**config.mk**
```make
export PLATFORM = sky130hd
export DESIGN_NAME = counter_priority_task_scheduler
export DESIGN_NICKNAME = d
export VERILOG_FILES = /design/src/design/cpts_pkg.sv /design/src/design/cpts_dp.sv /design/src/design/cpts_ctrl.sv /design/src/design/counter_priority_task_scheduler.sv
export SDC_FILE = /design/constraint.sdc
export NUM_CORES = 1
export LEC_CHECK = 0
export BUFFER_PORTS_ARGS = -buffer_cell sky130_fd_sc_hd__buf_4
export CAP_MARGIN = 20
export CORE_ASPECT_RATIO = 1.75
export CORE_UTILIZATION = 40
export DETAILED_ROUTE_END_ITERATION = 8
export PLACE_DENSITY = 0.59
export SLEW_MARGIN = 10
export SYNTH_ARGS = -nofsm -noshare
export SYNTH_HDL_FRONTEND = slang
export SYNTH_SLANG_ARGS = --single-unit
```
**constraint.sdc**
```tcl
create_clock -name clk -period 8.5 [get_ports clk]
set_input_delay 1.275 -clock clk [delete_from_list [all_inputs] [get_ports clk]]
set_output_delay 1.275 -clock clk [all_outputs]
set_load 0.02 [all_outputs]
```
**src/design/cpts_pkg.sv**
```systemverilog
// Shared types and constants of the counter priority task scheduler.
`timescale 1ns / 1ps

package cpts_pkg;

    localparam int CNT_W  = 9;
    localparam int PRIO_W = 8;
    localparam int OUT_W  = 4;

    localparam logic [CNT_W-1:0]  INIT_SLICE = 9'd5;
    localparam logic [PRIO_W-1:0] INIT_PRIO  = 8'd5;
    localparam logic [CNT_W-1:0]  NEW_SLICE  = 9'd15;

    // request command codes
    typedef enum logic [1:0] {
        CMD_TICK   = 2'd0,
        CMD_SCHED  = 2'd1,
        CMD_CREATE = 2'd2
    } cmd_t;

    // what a slot table read is for
    typedef enum logic [1:0] {
        RD_SCAN   = 2'd0,
        RD_RECALC = 2'd1,
        RD_TICK   = 2'd2
    } rd_mode_t;

    typedef enum logic [3:0] {
        S_IDLE,
        S_TICK_RD,
        S_TICK_WB,
        S_SCAN,
        S_SCAN_END,
        S_DECIDE,
        S_RECALC,
        S_RECALC_END,
        S_CREATE,
        S_DONE
    } state_t;

    // controller to datapath
    typedef struct packed {
        logic     start;
        logic     rd_en;
        rd_mode_t rd_mode;
        logic     commit;
        logic     crt_write;
        logic     crt_full;
        logic     load_out;
    } dp_cmd_t;

    // datapath to controller
    typedef struct packed {
        logic tick_need;
        logic found;
        logic slot_free;
    } dp_stat_t;

endpackage

```
**src/design/cpts_dp.sv**
```systemverilog
// Datapath: slot table memory, running flags, best-slot search and result register.
`timescale 1ns / 1ps

module cpts_dp
    import cpts_pkg::*;
#(
    parameter int TASKS = 16
)
(
    input  logic                      clk,
    input  logic                      rst_n,
    input  dp_cmd_t                   cmd,
    input  logic [$clog2(TASKS)-1:0]  addr,
    input  logic [PRIO_W-1:0]         new_priority,
    output dp_stat_t                  stat,
    output logic [OUT_W-1:0]          current_task,
    output logic                      switched,
    output logic [OUT_W-1:0]          created_slot,
    output logic                      table_full
);

    localparam int IW = $clog2(TASKS);
    localparam int WW = PRIO_W + CNT_W;

    // slot table: {priority, count}; entries not yet written read as reset value
    logic [WW-1:0]    slot_mem [TASKS];
    logic [TASKS-1:0] valid_reg;
    logic [TASKS-1:0] run_reg;

    logic [IW-1:0]     cur_reg;
    logic [PRIO_W-1:0] prio_reg;
    logic              sw_reg;
    logic [IW-1:0]     made_reg;
    logic              full_reg;

    // read pipeline
    logic [WW-1:0]  rd_q_reg;
    logic           rd_vld_reg;
    logic [IW-1:0]  rd_idx_reg;
    rd_mode_t       rd_mode_reg;
    logic           rd_act_reg;

    // search result
    logic [IW-1:0]    best_reg;
    logic [CNT_W-1:0] top_reg;
    logic             found_reg;

    // result register
    logic [OUT_W-1:0] task_out_reg;
    logic             sw_out_reg;
    logic [OUT_W-1:0] made_out_reg;
    logic             full_out_reg;

    logic [IW-1:0]     rd_addr;
    logic [CNT_W-1:0]  eff_cnt;
    logic [PRIO_W-1:0] eff_prio;
    logic [CNT_W-1:0]  half_sum;
    logic              do_scan;
    logic              do_recalc;
    logic              do_tick;
    logic              wr_en;
    logic [IW-1:0]     wr_addr;
    logic [WW-1:0]     wr_data;
    logic [IW+OUT_W-1:0] cur_ext;
    logic [IW+OUT_W-1:0] made_ext;

    // tick reads the current slot, everything else the sequencer address
    assign rd_addr = (cmd.rd_mode == RD_TICK) ? cur_reg : addr;

    // effective entry seen by the processing stage
    always_comb
    begin
        if (rd_vld_reg)
        begin
            eff_prio = rd_q_reg[WW-1:CNT_W];
            eff_cnt  = rd_q_reg[CNT_W-1:0];
        end
        else if (rd_idx_reg == '0)
        begin
            eff_prio = INIT_PRIO;
            eff_cnt  = INIT_SLICE;
        end
        else
        begin
            eff_prio = '0;
            eff_cnt  = '0;
        end
    end

    // count/2 + priority stays below 511
    assign half_sum  = (eff_cnt >> 1) + CNT_W'(eff_prio);
    assign do_scan   = rd_act_reg && (rd_mode_reg == RD_SCAN);
    assign do_recalc = rd_act_reg && (rd_mode_reg == RD_RECALC);
    assign do_tick   = rd_act_reg && (rd_mode_reg == RD_TICK);

    // single write port
    always_comb
    begin
        wr_en   = do_recalc || (do_tick && (eff_cnt != '0)) || cmd.crt_write;
        wr_addr = rd_idx_reg;
        wr_data = {eff_prio, eff_cnt - CNT_W'(1)};
        if (cmd.crt_write)
        begin
            wr_addr = addr;
            wr_data = {prio_reg, NEW_SLICE};
        end
        else if (do_recalc)
        begin
            wr_data = {eff_prio, half_sum};
        end
    end

    // memory write and registered read
    always_ff @(posedge clk)
    begin
        if (wr_en)
        begin
            slot_mem[wr_addr] <= wr_data;
        end
        if (cmd.rd_en)
        begin
            rd_q_reg <= slot_mem[rd_addr];
        end
    end

    // read pipeline tags
    always_ff @(posedge clk)
    begin
        if (cmd.rd_en)
        begin
            rd_vld_reg  <= valid_reg[rd_addr];
            rd_idx_reg  <= rd_addr;
            rd_mode_reg <= cmd.rd_mode;
        end
    end

    // control flags of the table
    always_ff @(posedge clk or negedge rst_n)
    begin
        if (!rst_n)
        begin
            valid_reg  <= '0;
            run_reg    <= TASKS'(1);
            cur_reg    <= '0;
            rd_act_reg <= 1'b0;
        end
        else
        begin
            rd_act_reg <= cmd.rd_en;
            if (wr_en)
            begin
                valid_reg[wr_addr] <= 1'b1;
            end
            if (cmd.crt_write)
            begin
                run_reg[addr] <= 1'b1;
            end
            if (cmd.commit)
            begin
                cur_reg <= best_reg;
            end
        end
    end

    // best slot search; a scan from slot 0 starts afresh
    always_ff @(posedge clk)
    begin
        if (do_scan && run_reg[rd_idx_reg] && (eff_cnt > top_reg))
        begin
            top_reg   <= eff_cnt;
            best_reg  <= rd_idx_reg;
            found_reg <= 1'b1;
        end
        if (cmd.rd_en && (cmd.rd_mode == RD_SCAN) && (addr == '0))
        begin
            top_reg   <= '0;
            found_reg <= 1'b0;
        end
    end

    // per-request result bits
    always_ff @(posedge clk)
    begin
        if (cmd.start)
        begin
            prio_reg <= new_priority;
            sw_reg   <= 1'b0;
            made_reg <= '0;
            full_reg <= 1'b0;
        end
        if (cmd.commit)
        begin
            sw_reg <= (best_reg != cur_reg);
        end
        if (cmd.crt_write)
        begin
            made_reg <= addr;
        end
        if (cmd.crt_full)
        begin
            full_reg <= 1'b1;
        end
    end

    // low bits of the slot indexes
    assign cur_ext  = {{OUT_W{1'b0}}, cur_reg};
    assign made_ext = {{OUT_W{1'b0}}, made_reg};

    // result register
    always_ff @(posedge clk)
    begin
        if (cmd.load_out)
        begin
            task_out_reg <= cur_ext[OUT_W-1:0];
            sw_out_reg   <= sw_reg;
            made_out_reg <= made_ext[OUT_W-1:0];
            full_out_reg <= full_reg;
        end
    end

    // status; a tick leaves count zero when it read zero or one
    assign stat.tick_need = do_tick && (!run_reg[rd_idx_reg] || (eff_cnt <= CNT_W'(1)));
    assign stat.found     = found_reg;
    assign stat.slot_free = !run_reg[addr];

    assign current_task = task_out_reg;
    assign switched     = sw_out_reg;
    assign created_slot = made_out_reg;
    assign table_full   = full_out_reg;

endmodule

```
**src/design/cpts_ctrl.sv**
```systemverilog
// Controller: sequencer for tick, schedule and create requests and the output handshake.
`timescale 1ns / 1ps

module cpts_ctrl
    import cpts_pkg::*;
#(
    parameter int TASKS = 16
)
(
    input  logic                      clk,
    input  logic                      rst_n,
    input  logic                      in_valid,
    output logic                      in_stall,
    input  logic [1:0]                command,
    output logic                      out_valid,
    input  logic                      out_stall,
    input  dp_stat_t                  stat,
    output dp_cmd_t                   cmd,
    output logic [$clog2(TASKS)-1:0]  addr
);

    localparam int IW = $clog2(TASKS);
    localparam logic [IW-1:0] LAST = IW'(TASKS - 1);

    state_t        state_reg, state_next;
    logic [IW-1:0] addr_reg, addr_next;
    logic          second_reg, second_next;
    logic          out_valid_reg, out_valid_next;
    logic          out_free;

    assign out_free = !out_valid_reg || !out_stall;

    // next state
    always_comb
    begin
        state_next  = state_reg;
        addr_next   = addr_reg;
        second_next = second_reg;
        case (state_reg)
            S_IDLE:
            begin
                if (in_valid)
                begin
                    case (cmd_t'(command))
                        CMD_TICK:
                        begin
                            state_next = S_TICK_RD;
                        end
                        CMD_SCHED:
                        begin
                            state_next  = S_SCAN;
                            addr_next   = '0;
                            second_next = 1'b0;
                        end
                        CMD_CREATE:
                        begin
                            state_next = S_CREATE;
                            addr_next  = IW'(1);
                        end
                        default:
                        begin
                            state_next = S_DONE;
                        end
                    endcase
                end
            end
            S_TICK_RD:
            begin
                state_next = S_TICK_WB;
            end
            S_TICK_WB:
            begin
                if (stat.tick_need)
                begin
                    state_next  = S_SCAN;
                    addr_next   = '0;
                    second_next = 1'b0;
                end
                else
                begin
                    state_next = S_DONE;
                end
            end
            S_SCAN:
            begin
                addr_next = addr_reg + IW'(1);
                if (addr_reg == LAST)
                begin
                    state_next = S_SCAN_END;
                end
            end
            S_SCAN_END:
            begin
                state_next = S_DECIDE;
            end
            S_DECIDE:
            begin
                if (stat.found || second_reg)
                begin
                    state_next = S_DONE;
                end
                else
                begin
                    state_next = S_RECALC;
                    addr_next  = '0;
                end
            end
            S_RECALC:
            begin
                addr_next = addr_reg + IW'(1);
                if (addr_reg == LAST)
                begin
                    state_next = S_RECALC_END;
                end
            end
            S_RECALC_END:
            begin
                state_next  = S_SCAN;
                addr_next   = '0;
                second_next = 1'b1;
            end
            S_CREATE:
            begin
                if (stat.slot_free || (addr_reg == LAST))
                begin
                    state_next = S_DONE;
                end
                else
                begin
                    addr_next = addr_reg + IW'(1);
                end
            end
            S_DONE:
            begin
                if (out_free)
                begin
                    state_next = S_IDLE;
                end
            end
            default:
            begin
                state_next = S_IDLE;
            end
        endcase
    end

    // datapath commands
    always_comb
    begin
        cmd = '{start: 1'b0, rd_en: 1'b0, rd_mode: RD_SCAN, commit: 1'b0,
                crt_write: 1'b0, crt_full: 1'b0, load_out: 1'b0};
        case (state_reg)
            S_IDLE:
            begin
                cmd.start = in_valid;
            end
            S_TICK_RD:
            begin
                cmd.rd_en   = 1'b1;
                cmd.rd_mode = RD_TICK;
            end
            S_SCAN:
            begin
                cmd.rd_en   = 1'b1;
                cmd.rd_mode = RD_SCAN;
            end
            S_RECALC:
            begin
                cmd.rd_en   = 1'b1;
                cmd.rd_mode = RD_RECALC;
            end
            S_DECIDE:
            begin
                cmd.commit = stat.found;
            end
            S_CREATE:
            begin
                cmd.crt_write = stat.slot_free;
                cmd.crt_full  = !stat.slot_free && (addr_reg == LAST);
            end
            S_DONE:
            begin
                cmd.load_out = out_free;
            end
            default:
            begin
                cmd.start = 1'b0;
            end
        endcase
    end

    // output valid flag
    always_comb
    begin
        out_valid_next = out_valid_reg;
        if (cmd.load_out)
        begin
            out_valid_next = 1'b1;
        end
        else if (!out_stall)
        begin
            out_valid_next = 1'b0;
        end
    end

    always_ff @(posedge clk or negedge rst_n)
    begin
        if (!rst_n)
        begin
            state_reg     <= S_IDLE;
            addr_reg      <= '0;
            second_reg    <= 1'b0;
            out_valid_reg <= 1'b0;
        end
        else
        begin
            state_reg     <= state_next;
            addr_reg      <= addr_next;
            second_reg    <= second_next;
            out_valid_reg <= out_valid_next;
        end
    end

    assign in_stall  = (state_reg != S_IDLE);
    assign out_valid = out_valid_reg;
    assign addr      = addr_reg;

endmodule

```
**src/design/counter_priority_task_scheduler.sv**
```systemverilog
// Top level of the counter priority task scheduler.
//
//  channel  direction  handshake             payload
//  request  in         in_valid / in_stall   command, new_priority
//  result   out        out_valid / out_stall current_task, switched, created_slot, table_full
//
// One request at a time; the next one is taken while a result waits in the output register.
// Tick without reschedule: the current slot is read and written back, then the result is loaded.
// Create: one running flag looked at per cycle, from slot 1 up. Schedule: one slot table read per
// cycle on the single memory port over every slot; when no running slot has a nonzero count a
// recompute pass and a second scan follow.
// Reset clears per-slot valid bits at once; no clearing pass is run.
// out_stall only holds the finished result; the sequencer waits in its last state for room.
`timescale 1ns / 1ps

module counter_priority_task_scheduler
    import cpts_pkg::*;
#(
    parameter int TASKS = 16
)
(
    input  logic              clk,
    input  logic              rst_n,
    input  logic              in_valid,
    output logic              in_stall,
    input  logic [1:0]        command,
    input  logic [PRIO_W-1:0] new_priority,
    output logic              out_valid,
    input  logic              out_stall,
    output logic [OUT_W-1:0]  current_task,
    output logic              switched,
    output logic [OUT_W-1:0]  created_slot,
    output logic              table_full
);

    localparam int IW = $clog2(TASKS);

    dp_cmd_t       dp_cmd;
    dp_stat_t      dp_stat;
    logic [IW-1:0] seq_addr;

    cpts_ctrl #(
        .TASKS (TASKS)
    ) u_ctrl (
        .clk       (clk),
        .rst_n     (rst_n),
        .in_valid  (in_valid),
        .in_stall  (in_stall),
        .command   (command),
        .out_valid (out_valid),
        .out_stall (out_stall),
        .stat      (dp_stat),
        .cmd       (dp_cmd),
        .addr      (seq_addr)
    );

    cpts_dp #(
        .TASKS (TASKS)
    ) u_dp (
        .clk          (clk),
        .rst_n        (rst_n),
        .cmd          (dp_cmd),
        .addr         (seq_addr),
        .new_priority (new_priority),
        .stat         (dp_stat),
        .current_task (current_task),
        .switched     (switched),
        .created_slot (created_slot),
        .table_full   (table_full)
    );

    // a taken request blocks the next one until its result is loaded
    a_busy_after_accept: assert property (@(posedge clk) disable iff (!rst_n)
        in_valid && !in_stall |=> in_stall)
        else $error("request accepted while busy");

    // a full table never reports a slot
    a_full_no_slot: assert property (@(posedge clk) disable iff (!rst_n)
        out_valid && table_full |-> created_slot == '0)
        else $error("table full with a created slot");

    // a switch only comes from a tick or schedule request
    a_switch_not_create: assert property (@(posedge clk) disable iff (!rst_n)
        out_valid && switched |-> created_slot == '0 && !table_full)
        else $error("switch reported with create result");

    // result is loaded only from the final sequencer state
    a_load_from_done: assert property (@(posedge clk) disable iff (!rst_n)
        dp_cmd.load_out |-> dp_cmd.rd_en == 1'b0 && dp_cmd.commit == 1'b0)
        else $error("result loaded while work in flight");

endmodule

```
==> Word level (Yosys, flattened, before mapping) <==
Memories as Yosys holds them, arrays and structs flattened. A register that Yosys moved wholly into a read port is not among the register bits.
Cells that the tools add are included.
{ "totals": {"mem_bits_rw": 272, "output_inout_bits": 12, "regBits": 92, "mem_count": 1, "elab_cells": 151, "latchBits": 0, "romBits": 0} }
{ "memory_table": {"columns": ["memory", "depth", "width", "rd", "rd_clocked_by_memory_dff", "write_ports", "line", "text"], "rows": [
  ["u_dp.slot_mem", 16, 17, 1, 1, 1, "cpts_dp.sv:26", "logic [WW-1:0] slot_mem [TASKS];"]
]} }
{ "op_classes": {"n_div": 0, "reduce_logical": 38, "n_shift": 0, "n_lt_le_gt_ge": 8, "n_mul": 0, "bitwise": 2, "eq_ne": 27, "addsub": 3, "n_mux": 50} }
{ "ops": {"columns": ["op", "count"], "rows": [
  ["2-to-1 mux 4 bit", 15],
  ["one-hot mux 4 bit (10 select lines)", 1],
  ["OR 16 bit", 2],
  ["one-hot mux 4 bit (6 select lines)", 1],
  ["less-than comparator 4 x 5 -> 1 bit, second input constant", 4],
  ["2-to-1 mux 9 bit", 2],
  ["2-to-1 mux 1 bit", 17],
  ["2-to-1 mux 17 bit", 1],
  ["equality test 4 x 3 -> 1 bit, second input constant", 4],
  ["binary-select mux 1 bit (select 4 bit)", 3],
  ["equality test 4 bit, second input constant", 3],
  ["logical AND 1 bit", 12],
  ["logical NOT 4 bit", 3],
  ["one-hot mux 4 bit (3 select lines)", 1],
  ["!= test 2 x 1 -> 1 bit, second input constant", 5],
  ["!= test 2 bit, second input constant", 5],
  ["adder 8 x 8 -> 9 bit", 1],
  ["greater-than comparator 9 bit", 1],
  ["less-or-equal comparator 9 x 1 -> 1 bit, second input constant", 1],
  ["one-hot mux 3 bit (3 select lines)", 1],
  ["nonzero test 9 bit", 1],
  ["subtractor 9 x 1 -> 9 bit, second input constant", 1],
  ["demux 1 bit (select 4 bit)", 2],
  ["equality test 4 x 2 -> 1 bit, second input constant", 2],
  ["other kinds (23)", 39]
]} }

==> Longest topological paths before layout <==
Gate-level depths: netlist (run 1).
{ "depth": {"word_depth": 10, "mapped_depth": 13, "depth_no_buf": 11} }

==> Hierarchy <==
Synthesis (run 1) repeated with hierarchy kept, for this count alone.
{ "hier_totals": {"hier_cells": 1137, "hier_area_um2": 16514.6} }
{ "by_module_without_submodules": {"columns": ["module", "instances", "area_each_um2", "cells_per_inst"], "rows": [
  ["cpts_dp", 1, 15690.0, 1039],
  ["cpts_ctrl", 1, 824.5, 98]
]} }

==> Worst setup path before layout (run 1) <==
OpenSTA, ideal clock, no wires.
{ "synth_path": {"path_kind": "reg-to-reg", "startpoint": "register u_dp.rd_idx_reg[0]", "endpoint": "memory u_dp.slot_mem[0][7] (netlist name) (data pin)", "t_required_ns": 8.011, "t_arrival_ns": 4.507, "synth_period_minus_slack_ns": 4.996, "setup_time_ns": 0.489, "slack_ns": 3.504, "path_stages_with_launch": 11, "cell_sequence": "edfxtp_1 -> clkbuf_1 -> or4_1 -> o21ai_1 -> ha_1 -> a21o_1 -> a21oi_1 -> o21bai_1 -> a2111oi_0 -> nor3_1 -> a2111oi_0"} }
{ "synth_between": {"elab_chain_cells": 6, "elab_cells_between_ends": 9, "cone_classes": "add/sub (2); mux (6); reduce/logical (1)"} }
{ "synth_lines": {"columns": ["item", "line", "text"], "rows": [
  ["start, declared", "cpts_dp.sv:39", "logic [IW-1:0] rd_idx_reg;"],
  ["start signal, assigned", "cpts_dp.sv:132", "rd_idx_reg <= rd_addr;"],
  ["logical NOT 4 bit *", "cpts_dp.sv:78", "else if (rd_idx_reg == '0)"],
  ["2-to-1 mux 3 bit *", "cpts_dp.sv:78", null],
  ["2-to-1 mux 9 bit *", "cpts_dp.sv:73", "if (rd_vld_reg)"],
  ["net u_dp.eff_cnt[2]", "cpts_dp.sv:55", "logic [CNT_W-1:0] eff_cnt;"],
  ["subtractor 9 x 1 -> 9 bit / adder 8 x 8 -> 9 bit (equally long branches)", "cpts_dp.sv:101, cpts_dp.sv:91", null],
  ["2-to-1 mux 9 bit *", "cpts_dp.sv:107", "else if (do_recalc)"],
  ["2-to-1 mux 17 bit *", "cpts_dp.sv:102", "if (cmd.crt_write)"],
  ["net u_dp.wr_data[7]", "cpts_dp.sv:63", "logic [WW-1:0] wr_data;"],
  ["end, declared", "cpts_dp.sv:26", null]
]} }
Mark *: on every way through the listed nets, which the timed path passes. The rest lies on a longest branch.

==> results of run 1 <==
-- area by class of cell --
class                           count  area share
Timing Repair Buffer               55      0.0228
Inverter                           37     0.00767
Tap cell                          550      0.0367
Multi-Input combinational cell    733       0.281
Clock inverter                     18     0.00927
Clock buffer                       45      0.0509
Sequential cell                   381       0.591
-- worst paths after layout --
path                                          start  cells past startpoint                    to
worst max-delay path            u_ctrl.state_reg[1]                      9     u_dp.rd_q_reg[13]
worst min-delay path               u_dp.made_reg[3]                      0  u_dp.created_slot[3]
worst max register to register  u_ctrl.state_reg[1]                      9     u_dp.rd_q_reg[13]
worst min register to register     u_dp.made_reg[3]                      0  u_dp.created_slot[3]
max in group asynchronous                     rst_n                      1   u_ctrl.state_reg[2]
min in group asynchronous                     rst_n                      1       u_dp.run_reg[8]
-- worst max-delay path: cells and delay by family, from the launching register on --
kind,cells,cell delay [ps]
buffers and inverters,3,1710
AND/OR/NAND/NOR,2,890
AO/OA/AOI/OAI,1,210
flip-flops,1,650
multiplexers,3,1030
-- logic make-up (layout without fill, tap and decap cells) --
kind of cell,count (synthesis),count (layout)
and+or+nand+nor,388,388
DFF,381,381
AOI/OAI and AO/OA,178,178
muxes,124,124
buffers and inverters,100,155
adders and majority gates,29,29
xor gates and xnor gates,14,14
-- per-stage QoR --
stage,total power [mW],util,hold slack (ps),setup slack [ps],instance area [um^2]
6_report,7.37,0.458,418,3720,18800
5_1_grt,7.75,0.458,434,3360,18800
4_1_cts,7.42,0.458,416,3670,18800
3_5_place_dp,5.83,0.430,406,3750,17600
3_3_place_gp,5.78,0.429,402,3860,17600
2_1_floorplan,4.81,-,400,3500,16700
-- power by group through the flow --
stage / Sequential (mW) / Clock (mW) / Combinational [mW]
final: 3.00 / 1.58 / 2.80
after global routing: 3.02 / 1.67 / 3.06
after CTS: 2.99 / 1.61 / 2.82
after detailed placement: 3.03 / 0 / 2.80
after global placement: 3.02 / 0 / 2.75
after floorplan: 2.88 / 0 / 1.92
-- per-layer routing --
| layer | routed length, um | vias to the layer above |
|---|---|---|
| li1 | - | 4617 |
| met1 | 14900 | 5093 |
| met2 | 23200 | 225 |
| met3 | 1280 | 85 |
| met4 | 1810 | 0 |
| met5 | 0 | - |
-- cells in the final DEF, fill, tap and decap left out, types with 5 or more instances in the layout --
master	Yosys	routed
o21ai_0	16	16
edfxtp_1	323	323
nand2_1	182	182
nor3_1	10	10
nor2_1	57	41
dfxtp_1	11	11
dfrtp_1	46	46
and2_1	11	11
nand2b_1	7	7
clkinv_2	0	5
ha_1	28	28
a211oi_1	9	8
a41oi_1	5	5
clkbuf_1	41	7
xnor2_1	10	10
mux2_2	13	13
mux2i_1	85	84
mux4_2	25	25
o21bai_1	21	21
and3_1	20	20
a311o_1	18	18
nor2_2	0	16
nor2b_1	23	23
a31oi_1	26	25
a21oi_1	23	23
nand3_1	60	60
clkinv_1	0	7
a31o_2	12	12
buf_4	1	53
clkbuf_16	0	36
inv_1	35	35
==> key figures, run 1 <==
Run status
  • Status: completed

Global route
  • GR Overflow Total: 0
  • Global-route wire length before repair: 63100 um
  • Largest net degree at the start of global routing: 78
  • Met1 GRT Util: 0.213
  • GR Util met2: 0.382
  • Met3 Track Usage GR: 0.0237
  • Initial antenna violation count: 0
  • GRT Total Usage: 0.199
  • GR peak layer: met2
  • Vias in the first global route: 10400

Synthesis
  • Post-synth EDFFs: 323
  • Yosys top cell area share: 0.582
  • Largest cells by area after synthesis: edfxtp_1 (58%), dfrtp_1 (6.9%), mux2i_1 (5.1%)
  • Seq/Total Area, Yosys: 0.666
  • Synth Net Count: 1257
  • FFs w/ async S/R, synth: 0.123
  • Count of state elements after synthesis: 381
  • Cell Area, Synth: 0.0167 mm^2
  • Synth area leader: edfxtp_1
  • XOR/XNOR Fraction of Synth Area: 0.00736
  • Ys flop type: edfxtp_1
  • Post-Synthesis Cells: 1214
  • Most numerous cell in the Yosys netlist: edfxtp_1
  • Commonest cells post-synth: edfxtp_1 (323), nand2_1 (182), mux2i_1 (85)
  • Synth Area in Simple Gates: 0.106
  • Post-synth cell types: 69
  • Ys Warns: 0
  • Main combinational cell family by area after synthesis: simple AND/OR/NAND/NOR gates
  • Adder-cell share of the synthesized area: 0.0222
  • Syn_area_per_cell: 13.7 um^2
  • Multiplexer share of the synthesized area: 0.0944
  • Compound-Gate Fraction of Synth Area: 0.0799

Power and ir drop
  • Sequential Power Share: 0.406
  • Worst VDD drop: 0.229 mV
  • P_sw: 2.74 mW
  • Logic pwr share: 0.380
  • Pwr/cell area: 393 mW/mm^2
  • Internal: 4.63 mW
  • Clk pwr share: 0.214
  • Static leakage: 6.75 nW
  • Sw frac: 0.372

Hold path
  • HP Class: reg -> reg

Layout
  • FILL cells: 3655
  • Multi-input logic area: 0.00528 mm^2
  • Nets: 1286
  • Ant. Diodes: 0
  • Reg area: 0.0111 mm^2
  • Fraction of layout cells with a size suffix above 1: 0.148
  • Layout Cells excl Fill: 1819
  • Area grow syn2layout: 12.5%
  • Number of flip-flops under the largest register name: 272

Critical path
  • Worst Path Arrival: 5140 ps
  • Crit-path cells: nor4b_4 > mux2i_4 > buf_4 > inv_6 > buf_4 > mux2i_1 > mux4_2 > nor2b_1 > a31oi_1
  • Setup crit end kind: flop
  • CP peak stage delay: 750 ps
  • Req. time, crit path: 8860 ps
  • Most frequent CP cell: buf_4
  • CP startpoint kind: flop
  • R2R setup slack: 3720 ps
  • Worst-path maximum fanout: 77
  • Crit-path slowest cell: nor4b_4
  • Critical path class: reg -> reg

Timing
  • Worst slew margin: 0.280
  • Setup TNS: 0 ps
  • Min Tclk post-route: 4780 ps
  • Max-slew violations: 0
  • Final Hold Fails: 0
  • Slew @ Worst Pin: 1080 ps
  • RSZ-0062 raised after global routing: no
  • Final setup fails: 0
  • Max Freq: 209 MHz
  • Final period util: 0.562
  • Clock Skews: 17.5 ps

Routing
  • First-pass DRT Iterations: 5
  • DR iter-0 viols: 763
  • Vias per cell: 5.51
  • Antenna Violating Nets Remaining: 0
  • DRC: 0
  • Total wire length: 41200 um
  • Via count: 10000
  • Avg WL per Cell: 22.6 um

Die
  • Initial core utilization: 0.407
  • Die height: 272 um
  • Die Wd: 156 um
  • Ports: 26
  • Die Area: 0.0425 mm^2
  • Placement Rows: 98
  • Core area: 0.0410 mm^2

Place
  • Port-buffer cells: 25
  • GPL Wtd Cong: 0.911
  • DPL Wire Length: 27900 um
  • Placed insts: 1756

Job
  • Max Cap Viol: 0

Clock tree
  • Clk pin slew, worst setup/hold paths: 60 ps
  • Post-CTS setup repair buffer count: 0
  • CTS tree: built
  • Clock sinks: 381
  • Hold buffer count at CTS: 0
  • PostCTS Resize Cnt: 0
  • Max Root-Sink Buffers: 3
  • CTS Buf Count: 35
  • Clk root buf: clkbuf_16
  • H-tree levels: 2
  • Worst-Skew Late Latency: 540 ps
Power figures use the tool's default switching activity.
==> run 2, diff against run 1 <==
ABC_AREA = 1   (was default)
clock period = 4.7 ns   (was 8.5 ns; I/O delays follow)
==> run 2 against run 1 <==
Power up 90%. Critical path depth rose by 4. Wire length up 9.3%. Die area grew 1.6%. Worst setup slack worse by 2700 ps. Global-route usage rose by 1.6 points. Register-to-register slack worse by 2700 ps. Largest cell class unchanged. Largest power group is now combinational cells. Highest routed layer unchanged.
==> key figures, run 2 <==
Die
  • Die Wd: 158 um (+0.81%)
  • Initial core utilization: 0.406 (-0.00110)
  • Core area: 0.0417 mm^2 (+1.9%)
  • Placement Rows: 99 (+1.0%)
  • Ports: 26 (unchanged)
  • Die Area: 0.0432 mm^2 (+1.6%)
  • Die height: 274 um (+0.82%)

Run status
  • Status: completed

Global route
  • GRT Total Usage: 0.215 (+0.0158)
  • Initial antenna violation count: 1 (+1)
  • Largest net degree at the start of global routing: 173 (+120%)
  • GR Overflow Total: 0 (unchanged)
  • Global-route wire length before repair: 68400 um (+8.5%)
  • Vias in the first global route: 11500 (+10%)

Synthesis
  • Post-synth EDFFs: 323 (unchanged)
  • Seq/Total Area, Yosys: 0.655 (-0.0108)
  • Post-Synthesis Cells: 1493 (+23%)
  • Yosys top cell area share: 0.572 (-0.00945)
  • Syn_area_per_cell: 11.3 um^2 (-17%)
  • Ys flop type: edfxtp_1
  • FFs w/ async S/R, synth: 0.123 (unchanged)
  • Ys Warns: 0 (unchanged)
  • Count of state elements after synthesis: 381 (unchanged)
  • Most numerous cell in the Yosys netlist: edfxtp_1
  • Synth Net Count: 1536 (+22%)
  • Commonest cells post-synth: edfxtp_1 (323), nand2_1 (243), inv_1 (147)
  • Largest cells by area after synthesis: edfxtp_1 (57%), dfrtp_1 (6.8%), nand2_1 (5.4%)
  • Synth area leader: edfxtp_1
  • Post-synth cell types: 47 (-32%)
  • Cell Area, Synth: 0.0169 mm^2 (+1.7%)

Clock tree
  • Clk root buf: clkbuf_16
  • CTS tree: built
  • PostCTS Resize Cnt: 0 (unchanged)
  • Clk pin slew, worst setup/hold paths: 70 ps (about the same)
  • H-tree levels: 2 (unchanged)
  • Worst-Skew Late Latency: 540 ps (about the same)
  • Clock sinks: 381 (unchanged)
  • Post-CTS setup repair buffer count: 0 (unchanged)
  • Hold buffer count at CTS: 0 (unchanged)
  • CTS Buf Count: 35 (unchanged)
  • Max Root-Sink Buffers: 3 (unchanged)

Power and ir drop
  • Clk pwr share: 0.210 (-0.004)
  • Worst VDD drop: 0.590 mV (+160%)
  • Sequential Power Share: 0.379 (-0.027)
  • Logic pwr share: 0.411 (+0.031)
  • Overall power: 14.0 mW (+90%)
  • Internal: 8.33 mW (+80%)
  • Static leakage: 7.33 nW (+8.5%)
  • P_sw: 5.65 mW (+110%)
  • Pwr/cell area: 737 mW/mm^2 (+88%)
  • Sw frac: 0.404 (+0.0328)

Layout
  • Area grow syn2layout: 11.9%
  • Fraction of layout cells with a size suffix above 1: 0.115 (-0.0328)
  • Nets: 1569 (+22%)
  • Most frequent cells in the layout: edfxtp_1 (323), nand2_1 (243), inv_1 (147)
  • Leading cell type in the layout, fill and taps excluded: edfxtp_1
  • FILL cells: 3799 (+3.9%)
  • Number of flip-flops under the largest register name: 272 (unchanged)

Critical path
  • Largest delay contributor family on the critical path: simple AND/OR/NAND/NOR gates
  • Crit-path cells: inv_2 > nand2_1 > nand3_1 > nand2_1 > nand2_1 > nand2_1 > nor2_2 > nand2_2 > nand2_1 > o21ai_1 > nor2_2 > nand2_1 > inv_1
  • Crit-path slowest cell: inv_1
  • Critical path class: reg -> reg
  • Worst Path Arrival: 3800 ps (-1340 ps)
  • Most frequent CP cell: nand2_1
  • Buf/Inv on CP: 2 (-1)
  • CP startpoint kind: flop
  • Setup crit end kind: flop
  • CP peak stage delay: 690 ps (-60 ps)
  • Req. time, crit path: 4860 ps (-4000 ps)
  • Worst-path maximum fanout: 40 (-48%)

Routing
  • Avg WL per Cell: 21.3 um (-5.7%)
  • WL met2: 24400 um (+5.0%)
  • Antenna Violating Nets Remaining: 0 (unchanged)
  • DR iter-0 viols: 797 (+4.5%)
  • Met3 WL: 1540 um (+20%)
  • DRC: 0 (unchanged)
  • Top Metal Used: met4
  • Vias per cell: 5.39 (-2.2%)
  • First-pass DRT Iterations: 5 (unchanged)
  • Via count: 11400 (+13%)
  • DRT met1 WL: 17300 um (+16%)
  • Total wire length: 45000 um (+9.3%)

Timing
  • Clock Skews: 19.4 ps (+1.91 ps)
  • Setup TNS: 0 ps (unchanged)
  • Max-slew violations: 0 (unchanged)
  • Final period util: 0.775 (+0.213)
  • Final setup fails: 0 (unchanged)
  • Slew @ Worst Pin: 992 ps (-87.8 ps)
  • RSZ-0062 raised after global routing: no
  • Max Freq: 275 MHz (+31%)
  • Final Hold Fails: 0 (unchanged)
  • Min Tclk post-route: 3640 ps (-1140 ps)
  • Worst slew margin: 0.336 (+0.0561)

Place
  • DPL Wire Length: 29000 um (+3.7%)
  • Port-buffer cells: 25 (unchanged)
  • GPL Wtd Cong: 0.884 (-2.9%)

Job
  • Max Cap Viol: 0 (unchanged)

Hold path
  • HP Class: in -> async
[run 2: logic make-up after synthesis]
kind of cell,share of synthesized area
AOI/OAI and AO/OA,0.133
xor gates and xnor gates,0.00465
adders and majority gates,0.0219
buffers and inverters,0.0591
DFF,0.655
muxes,0.00266
and+or+nand+nor,0.124
[run 2: metal layers]
metal,track usage,vias to the layer above
li1,-,5327
met1,0.242,5622
met2,0.403,314
met3,0.0218,99
met4,0.0973,0
met5,0,-
[run 2: path summary, 6_finish.rpt]
| path | from | to | slack [ps] | depth (start not counted) |
|---|---|---|---|---|
| worst max-delay path | u_ctrl.addr[0] | u_dp.slot_mem[8][4] | 1060 | 13 |
| worst min-delay path | rst_n | u_dp.run_reg[1] | 200 | 1 |
| worst max register to register | u_ctrl.addr[0] | u_dp.slot_mem[8][4] | 1060 | 13 |
| worst min register to register | u_dp.made_reg[3] | u_dp.created_slot[3] | 420 | 0 |
| max in group asynchronous | rst_n | u_ctrl.state_reg[2] | 4060 | 1 |
| min in group clk | new_priority[5] | u_dp.prio_reg[5] | 350 | 1 |
[run 2: per-stage QoR]
step	instances	worst slack [ps]	area, um^2	hold WS (ps)	utilization
5_1_grt	2108	718	19000	234	0.454
3_5_place_dp	2044	1030	17800	408	0.426
3_3_place_gp	2042	1120	17800	403	0.426
6_report	2108	1060	19000	204	0.454
2_1_floorplan	1493	1890	16900	400	-
4_1_cts	2107	1020	19000	211	0.454
[run 2: power by group through the flow]
stage	Combinational [mW]	Sequential (mW)	Clock, mW
floorplan	3.87	5.27	0
global placement	5.66	5.36	0
detailed placement	5.77	5.37	0
CTS	5.78	5.30	2.98
global route	6.36	5.35	3.09
finish	5.75	5.30	2.93
[run 2: layout make-up]
| type | count | area [um^2] | area share |
|---|---|---|---|
| flip-flops and latches | 381 | 11100 | 0.585 |
| multi-input cells | 887 | 4860 | 0.256 |
| clock buffers | 38 | 908 | 0.0479 |
| well taps | 555 | 694 | 0.0366 |
| inverters | 157 | 593 | 0.0313 |
| repair buffers | 64 | 556 | 0.0293 |
| clock inverters | 25 | 260 | 0.0137 |
| diodes | 1 | 2.50 | 0.000132 |
==> run 3, diff against run 2 <==
ABC_AREA = 0   (was 1)
PLACE_DENSITY = 0.61   (was 0.59)
clock period = 3.3 ns   (was 4.7 ns; I/O delays follow)
==> run 3 against run 2 <==
Sequential power rose by 40%. Critical path depth grew 1. Wire length fell by 9.7%. Via count fell by 10%. Worst hold slack got worse by 59 ps.
==> key figures, run 3 (synthesis gave the netlist of run 1 again) <==
Run status
  • Status: completed

Job
  • Max Cap Viol: 0 (unchanged)

Routing
  • First-pass DRT Iterations: 5 (unchanged)
  • Avg WL per Cell: 21.6 um (+1.2%)
  • DR iter-0 viols: 665 (-17%)
  • Total wire length: 40600 um (-9.7%)
  • Antenna Violating Nets Remaining: 0 (unchanged)
  • DRC: 0 (unchanged)
  • Vias per cell: 5.43 (+0.72%)
  • Via count: 10200 (-10%)

Timing
  • Min Tclk post-route: 3200 ps (-442 ps)
  • Max Freq: 313 MHz (+14%)
  • Max-slew violations: 0 (unchanged)
  • Slack of the critical path: 100 ps (-958 ps)
  • Setup TNS: 0 ps (unchanged)
  • Final setup fails: 0 (unchanged)
  • Slew @ Worst Pin: 888 ps (-103 ps)
  • Clock Skews: 17.5 ps (-1.95 ps)
  • Worst slew margin: 0.408 (+0.0714)
  • Final period util: 0.970 (+0.195)
  • RSZ-0062 raised after global routing: yes
  • Final Hold Fails: 0 (unchanged)

Global route
  • GR Util met2: 0.369 (-0.0339)
  • Vias in the first global route: 10500 (-8.5%)
  • Met3 Track Usage GR: 0.0208 (-0.000968)
  • GR peak layer: met2
  • GR Overflow Total: 0 (unchanged)
  • GRT Total Usage: 0.197 (-0.0175)
  • Largest net degree at the start of global routing: 65 (-62%)
  • Met1 GRT Util: 0.225 (-0.0163)
  • Global-route wire length before repair: 62400 um (-8.8%)
  • Initial antenna violation count: 0 (-1)

Layout
  • Area grow syn2layout: 18.0%
  • Number of flip-flops under the largest register name: 272 (unchanged)
  • Finished Core Util: 0.480 (+0.0261)
  • Fraction of layout cells with a size suffix above 1: 0.203 (+0.0874)
  • Final Cell Area: 0.0197 mm^2 (+3.7%)
  • Ant. Diodes: 0 (-1)
  • Most frequent cells in the layout: edfxtp_1 (323), nand2_1 (182), buf_4 (97)
  • Leading cell type in the layout, fill and taps excluded: edfxtp_1
  • Nets: 1350 (-14%)

Power and ir drop
  • Sw frac: 0.352 (-0.0522)
  • Internal: 12.7 mW (+53%)
  • Sequential Power Share: 0.378 (about the same)
  • P_sw: 6.93 mW (+22%)
  • Clk pwr share: 0.220 (+0.010)
  • Worst VDD drop: 0.554 mV (-6.1%)
  • Pwr/cell area: 1000 mW/mm^2 (+36%)
  • Overall power: 19.7 mW (+41%)
  • Static leakage: 7.20 nW (-1.8%)
  • Logic pwr share: 0.402 (-0.009)

Place
  • DPL Wire Length: 26200 um (-9.6%)
  • Placed Area: 0.0183 mm^2 (+3.0%)
  • Pre-CTS setup slack: -189 ps (-1220 ps)
  • Port-buffer cells: 25 (unchanged)
  • GPL Wtd Cong: 0.904 (+2.2%)

Die
  • Core area: 0.0410 mm^2 (-1.9%)
  • Initial core utilization: 0.407 (+0.00110)
  • Die Area: 0.0425 mm^2 (-1.6%)
  • Placement Rows: 98 (-1.0%)
  • Die Wd: 156 um (-0.81%)
  • Ports: 26 (unchanged)
  • Die height: 272 um (-0.81%)

Clock tree
  • Worst-Skew Late Latency: 540 ps (about the same)
  • H-tree levels: 2 (unchanged)
  • Clk pin slew, worst setup/hold paths: 70 ps (about the same)
  • Max Root-Sink Buffers: 3 (unchanged)
  • CTS tree: built
  • Clock sinks: 381 (unchanged)
  • CTS Buf Count: 36 (+2.9%)
  • Clk root buf: clkbuf_16

Critical path
  • Critical path class: reg -> reg
  • R2R Path Start: u_dp.rd_idx_reg[3]
  • R2R Path End: u_ctrl.addr[2]
  • Crit-path slowest cell: or4_4
  • Setup crit end kind: flop
  • Worst Path Arrival: 3620 ps (-180 ps)
  • CP startpoint kind: flop
  • Worst-path maximum fanout: 4 (-90%)
  • Req. time, crit path: 3720 ps (-1140 ps)
  • Crit-path cells: or4_4 > nor2_2 > a21oi_1 > buf_4 > inv_1 > ha_1 > o21bai_1 > a41o_1 > a221oi_1 > o311ai_1 > buf_4 > buf_4 > nand4_1 > a32o_1
  • CP peak stage delay: 600 ps (-90 ps)
  • Worst r2r path cells: 14 (+1)
  • R2R setup slack: 100 ps (-960 ps)
  • Worst Setup EP: u_ctrl.addr[2]
  • Most frequent CP cell: buf_4
  • Crit. Startpoint: u_dp.rd_idx_reg[3]

Hold path
  • HP Class: in -> reg
==> run 3: critical path, delay by kind of cell, from the launching register on <==
kind	cells	cell delay, ps
AOI/OAI and AO/OA	6	1190
DFF	1	390
and+or+nand+nor	3	820
adders and majority gates	1	150
buffers and inverters	4	550
==> run 3: how the worst min path moves through the flow <==
stage | startpoint | end | slack, ps | depth (start not counted)
final | new_priority[5] | u_dp.prio_reg[5] | 150 | 1
after global placement | u_dp.sw_reg | u_dp.switched | 410 | 0
after floorplan | rst_n | u_ctrl.addr[0] | 200 | 0
after detailed placement | u_dp.made_reg[1] | u_dp.created_slot[1] | 410 | 0
after global routing | new_priority[6] | u_dp.prio_reg[6] | 130 | 1
after CTS | new_priority[5] | u_dp.prio_reg[5] | 130 | 1
==> run 3: cell type report <==
cell class | count | area [um^2]
clock buffer | 46 | 1010
inverter | 37 | 144
sequential | 381 | 11100
clock inverter | 17 | 218
multi-input combinational | 733 | 5390
timing repair buffer | 118 | 1130
fill | 3597 | 21300
tap | 550 | 688
==> run 3: per-layer routing <==
metal	vias to the layer above	routed length, um
met1	5107	15500
met5	-	0
met3	88	1530
li1	4755	-
met4	0	1470
met2	267	22100
==> run 3: stage by stage <==
stage | std cells | hold slack (ps)
final | 1882 | 146
after global routing | 1882 | 125
after CTS | 1879 | 126
after detailed placement | 1815 | 410
after global placement | 1815 | 407
after floorplan | 1214 | 199
==> run 3: repair_timing <==
item	4_1_cts	5_1_grt
hold endpoints to repair	6	0
endpoints found under the setup margin	42	72
gates cloned	0	0
gates resized for setup	3	12
hold buffers	1	0
pin swaps	0	4
buffers inserted	0	3
==> run 3: power groups by stage <==
stage | sequential (mW) | clock (mW) | combinational (mW)
finish | 7.44 | 4.33 | 7.90
floorplan | 7.42 | 0 | 5.08
detailed placement | 7.54 | 0 | 7.76
global route | 7.50 | 4.55 | 8.65
global placement | 7.52 | 0 | 7.64
CTS | 7.44 | 4.40 | 7.82
